File: src/hw/rtl/sabs_pkg.sv
// ----------------------------------------------------------------------------
// sabs_pkg: shared types and constants for the sorted array binary search
// Holds the opcode and status codes, the stream widths and the index type
// that the search sequencer and its compare unit both use.
// ----------------------------------------------------------------------------
package sabs_pkg;

  localparam int DEPTH_DEF      = 1024;
  localparam int VALUE_BITS_DEF = 32;

  // Field widths of the stream payloads.
  localparam int IDX_BITS    = 10;
  localparam int FIELD_BITS  = 32;
  localparam int IN_TDATA_W  = 96;
  localparam int OUT_TDATA_W = 16;

  // Search bounds are signed so that high may step to -1 and low to 1024.
  localparam int BOUND_W = IDX_BITS + 2;
  typedef logic signed [BOUND_W-1:0] bound_t;

  typedef enum logic {
    OP_LOAD   = 1'b0,
    OP_SEARCH = 1'b1
  } opcode_t;

  typedef enum logic [1:0] {
    ST_FOUND     = 2'd0,
    ST_NOT_FOUND = 2'd1,
    ST_BAD_RANGE = 2'd2
  } status_t;

  // Outcome of one probe compare.
  typedef struct packed {
    logic hit;
    logic greater;
  } cmp_res_t;

endpackage

File: src/hw/rtl/sabs_step.sv
// ----------------------------------------------------------------------------
// sabs_step: probe compare and range narrowing
// Compares one array entry against the key and forms the next search bounds
// from the probed midpoint.
// ----------------------------------------------------------------------------
module sabs_step #(
  parameter int VALUE_BITS = sabs_pkg::VALUE_BITS_DEF
) (
  input  logic signed [VALUE_BITS-1:0] entry_i,
  input  logic signed [VALUE_BITS-1:0] key_i,
  input  logic [sabs_pkg::IDX_BITS-1:0] mid_i,
  input  sabs_pkg::bound_t              low_i,
  input  sabs_pkg::bound_t              high_i,
  output sabs_pkg::cmp_res_t            res_o,
  output sabs_pkg::bound_t              low_o,
  output sabs_pkg::bound_t              high_o
);
  import sabs_pkg::*;

  bound_t mid_s;

  assign mid_s         = bound_t'(mid_i);
  assign res_o.hit     = (entry_i == key_i);
  assign res_o.greater = (entry_i > key_i);

  // An entry above the key pulls high below the midpoint, otherwise low moves up.
  assign low_o  = res_o.greater ? low_i : (mid_s + bound_t'(1));
  assign high_o = res_o.greater ? (mid_s - bound_t'(1)) : high_i;

endmodule

File: config.mk
export PLATFORM = sky130hd
export DESIGN_NAME = sabs_step
export DESIGN_NICKNAME = d
export VERILOG_FILES = /design/src/hw/rtl/sabs_pkg.sv /design/src/hw/rtl/sabs_step.sv
export SDC_FILE = /design/constraint.sdc
export NUM_CORES = 1
export LEC_CHECK = 0
export BUFFER_PORTS_ARGS = -buffer_cell sky130_fd_sc_hd__buf_2
export CORE_MARGIN = 1
export CORE_UTILIZATION = 35
export DETAILED_ROUTE_END_ITERATION = 10
export GPL_TIMING_DRIVEN = 1
export PLACE_DENSITY_LB_ADDON = 0.2
export SLEW_MARGIN = 20
export SYNTH_ARGS = -nofsm -noshare
export SYNTH_HDL_FRONTEND = slang
export SYNTH_SLANG_ARGS = --single-unit
File: constraint.sdc
create_clock -name vclk -period 5.26
set_input_delay 1.578 -clock vclk [all_inputs]
set_output_delay 1.578 -clock vclk [all_outputs]
set_load 0.01 [all_outputs]
==> run summary <==
The run finished with clean final reports. The via count of the first global-routing pass came out at 1644. The die covers 4820 um2.

Among all cell types in the netlist, the one instantiated most often is sky130_fd_sc_hd__inv_1. The total half-perimeter wirelength after legalization and detailed placement is 3520 um. The measured slew at the worst slew-check pin is 0.275 ns.

The fraction of power consumed by sequential logic came out at 0%. The peak supply drop came out at 37.8 uV. For this design the ratio of total power to cell area is 114 nW/um2. In this run the power spent charging and discharging nets is 126 uW. The largest net degree at the start of global routing is 15. The number of library cell types mapped by synthesis is 39. The overall track demand over capacity in global routing is 16.0%. The total of warnings raised by yosys came out at 0. The initial utilization of the core area, before any placement, comes to 36.6%. The fraction of post-synthesis cell area in the top cell type by area is 26.7%. The global-route wire length before repair is 6800 um. The final weighted congestion of routability-driven global placement came out at 0.739. The ratio of final minimum period to clock period came out at 99.1%. In the final routed layout, each cell accounts on average for 11.7 um. The switching power share of the total is 39.9%.

The worst min-delay path class is in -> out. The worst hold path stage count is 3. For hold timing, the worst endpoint is high_o[4].

The biggest area consumer among synthesized cells is sky130_fd_sc_hd__ha_1. In this run the horizontal extent of the chip is 69.4 um. The core region is 4350 um2. The maximum net fanout on the critical path came out at 7. The first-pass iteration count of the detailed router came out at 4. The net count reported at finish is 463. The sequential standard cell area came out at 0 um2.

The final max-slew violation count came out at 0. The most critical setup path has its startpoint at entry_i[10]. The sequential area share after synthesis is 0%.

The quantity of hold-fixing buffers added after cts came out at 0. The number of port buffers is 124. The die boundary height is 69.4 um. The worst slack on hold paths is 3.45 ns. The final instance count without filler cells came out at 381. The mapped netlist covers 1590 um2.

The synthesized netlist cell count is 197. The final setup violation count came out at 0. The total via count in the routed design is 1851. In this run the remaining antenna-violating nets after routing total 0.

The number of antenna violations at the first check in global routing came to 0. The number of ports placed on the die boundary is 124. The total overflow reported by the global router came out at 0. The leakage component of the power came out at 1.51 nW. For this run, design rule violations remaining after detail routing come to 0. The part of the power in the clock network is 0%. The number of endpoints with negative hold slack in the final report came out at 0.

In the synthesized netlist, the cells that appear most often are sky130_fd_sc_hd__inv_1, sky130_fd_sc_hd__ha_1, sky130_fd_sc_hd__mux2_4. The worst setup path is launched from an input port. Combinational cells account for 100.0% of the total power. The floorplan row count is 24.

The fraction of layout cells with a size suffix above 1 came out at 59.6%. The path type of the worst setup path is in -> out. For this run, the top clock speed supported by timing is 192 MHz. The detailed router finished its first iteration with 32 violations. The final layout contains routed wiring with a total length of 4460 um. The internal power contribution is 189 uW.

The required time of the worst setup path came out at 3.68 ns. The power consumption is 315 uW. The worst path arrival time is 3.63 ns. A synthesized cell averages 8.08 um2. The number of antenna cells inserted came out at 0. The clock buffer count in the final layout came out at 0. The worst relative slew slack came out at 81.4%. The count of maximum capacitance violations came out at 0. The growth of design area from synthesis to finish is 74.1%. The total instance count after detailed placement came out at 371. The design has 0 sequential cells. Setup repair after global routing could not meet its margin everywhere. STA classifies the critical path endpoint as an output pin. The minimum period implied by the final worst setup slack came out at 5.21 ns. The total nets after synthesis came out at 329. In this run the most critical hold path is launched from high_i[4].

The via density per instance came out at 4.86. After synthesis, the cell types taking the most area are sky130_fd_sc_hd__ha_1, sky130_fd_sc_hd__mux2_4, sky130_fd_sc_hd__inv_1.
[metal layers]
metal,track usage [%],wire length (um),vias to the layer above
li1,-,-,954
met4,0,0,0
met5,0,0,-
met3,0.727,218,0
met2,31.3,2390,65
met1,20.3,1850,832
[worst max-delay path, stage by stage]
cell and delay (ns):
sky130_fd_sc_hd__buf_2 0.11, sky130_fd_sc_hd__ha_4 0.26, sky130_fd_sc_hd__nand4_1 0.14, sky130_fd_sc_hd__nor4_2 0.33
sky130_fd_sc_hd__o21ai_1 0.17, sky130_fd_sc_hd__a31oi_4 0.21, sky130_fd_sc_hd__o211ai_4 0.11, sky130_fd_sc_hd__buf_12 0.15
sky130_fd_sc_hd__clkbuf_16 0.16, sky130_fd_sc_hd__mux2_4 0.30, sky130_fd_sc_hd__buf_6 0.12
[placed cells by master (no fill, tap or decap), types with 2 or more instances in the layout]
master	count
sky130_fd_sc_hd__a21oi_1	9
sky130_fd_sc_hd__and3_1	2
sky130_fd_sc_hd__buf_12	3
sky130_fd_sc_hd__buf_2	98
sky130_fd_sc_hd__buf_4	8
sky130_fd_sc_hd__buf_6	26
sky130_fd_sc_hd__clkbuf_16	2
sky130_fd_sc_hd__ha_1	21
sky130_fd_sc_hd__ha_4	13
sky130_fd_sc_hd__inv_1	29
sky130_fd_sc_hd__inv_2	10
sky130_fd_sc_hd__mux2_4	22
sky130_fd_sc_hd__nand2_1	14
sky130_fd_sc_hd__nand3_1	5
sky130_fd_sc_hd__nand4_1	9
sky130_fd_sc_hd__nor2_1	9
sky130_fd_sc_hd__nor3_1	4
sky130_fd_sc_hd__o21ai_0	5
sky130_fd_sc_hd__xnor2_1	8
sky130_fd_sc_hd__xor2_1	6
[how the worst max path moves through the flow]
stage                             to  slack, ns  cells past startpoint
after floorplan            high_o[0]       0.30                      8
after global placement    high_o[11]    -0.0007                     11
after detailed placement  high_o[11]      -0.02                     11
after CTS                 high_o[11]      0.002                     10
after global routing       high_o[2]     -0.007                     11
final                      high_o[5]       0.05                     11
[logic make-up after synthesis]
logic type,count (synthesis),synth area share [%]
multiplexers,23,20.2
XOR/XNOR,14,7.70
AND/OR/NAND/NOR,55,20.0
adder cells (fa/ha/maj),34,26.7
buffers and inverters,44,13.2
AO/OA/AOI/OAI,27,12.2
[power by group through the flow]
stage | clock [mW] | combinational, mW | sequential, mW
after floorplan | 0 | 0.155 | 0
after global placement | 0 | 0.234 | 0
after detailed placement | 0 | 0.236 | 0
after CTS | 0 | 0.240 | 0
after global routing | 0 | 0.341 | 0
final | 0 | 0.315 | 0
[layout make-up]
class / instances / area [um2]
fill: 371 / 1580
inverter: 39 / 146
multi-input combinational: 153 / 1610
tap: 52 / 65.1
timing repair buffer: 137 / 953
[what timing repair did]
action | 4_1_cts | 5_1_grt
setup endpoints to repair | 12 | 24
setup buffers | 3 | 5
pin swaps | 1 | 19
resized for setup | 0 | 64
gates cloned | 0 | 2
[metrics by stage]
stage / worst slack [ns] / utilization, % / TNS (ns) / area, um2
floorplan: 0.302 / - / 0 / 1590
global placement: -0.000734 / 51.9 / -0.00127 / 2260
detailed placement: -0.0180 / 51.9 / -0.0352 / 2260
CTS: 0.00220 / 52.4 / 0 / 2280
global route: -0.00713 / 63.6 / -0.0386 / 2770
finish: 0.0473 / 63.6 / 0 / 2770
No activity file was read; power rests on OpenSTA's default activity.
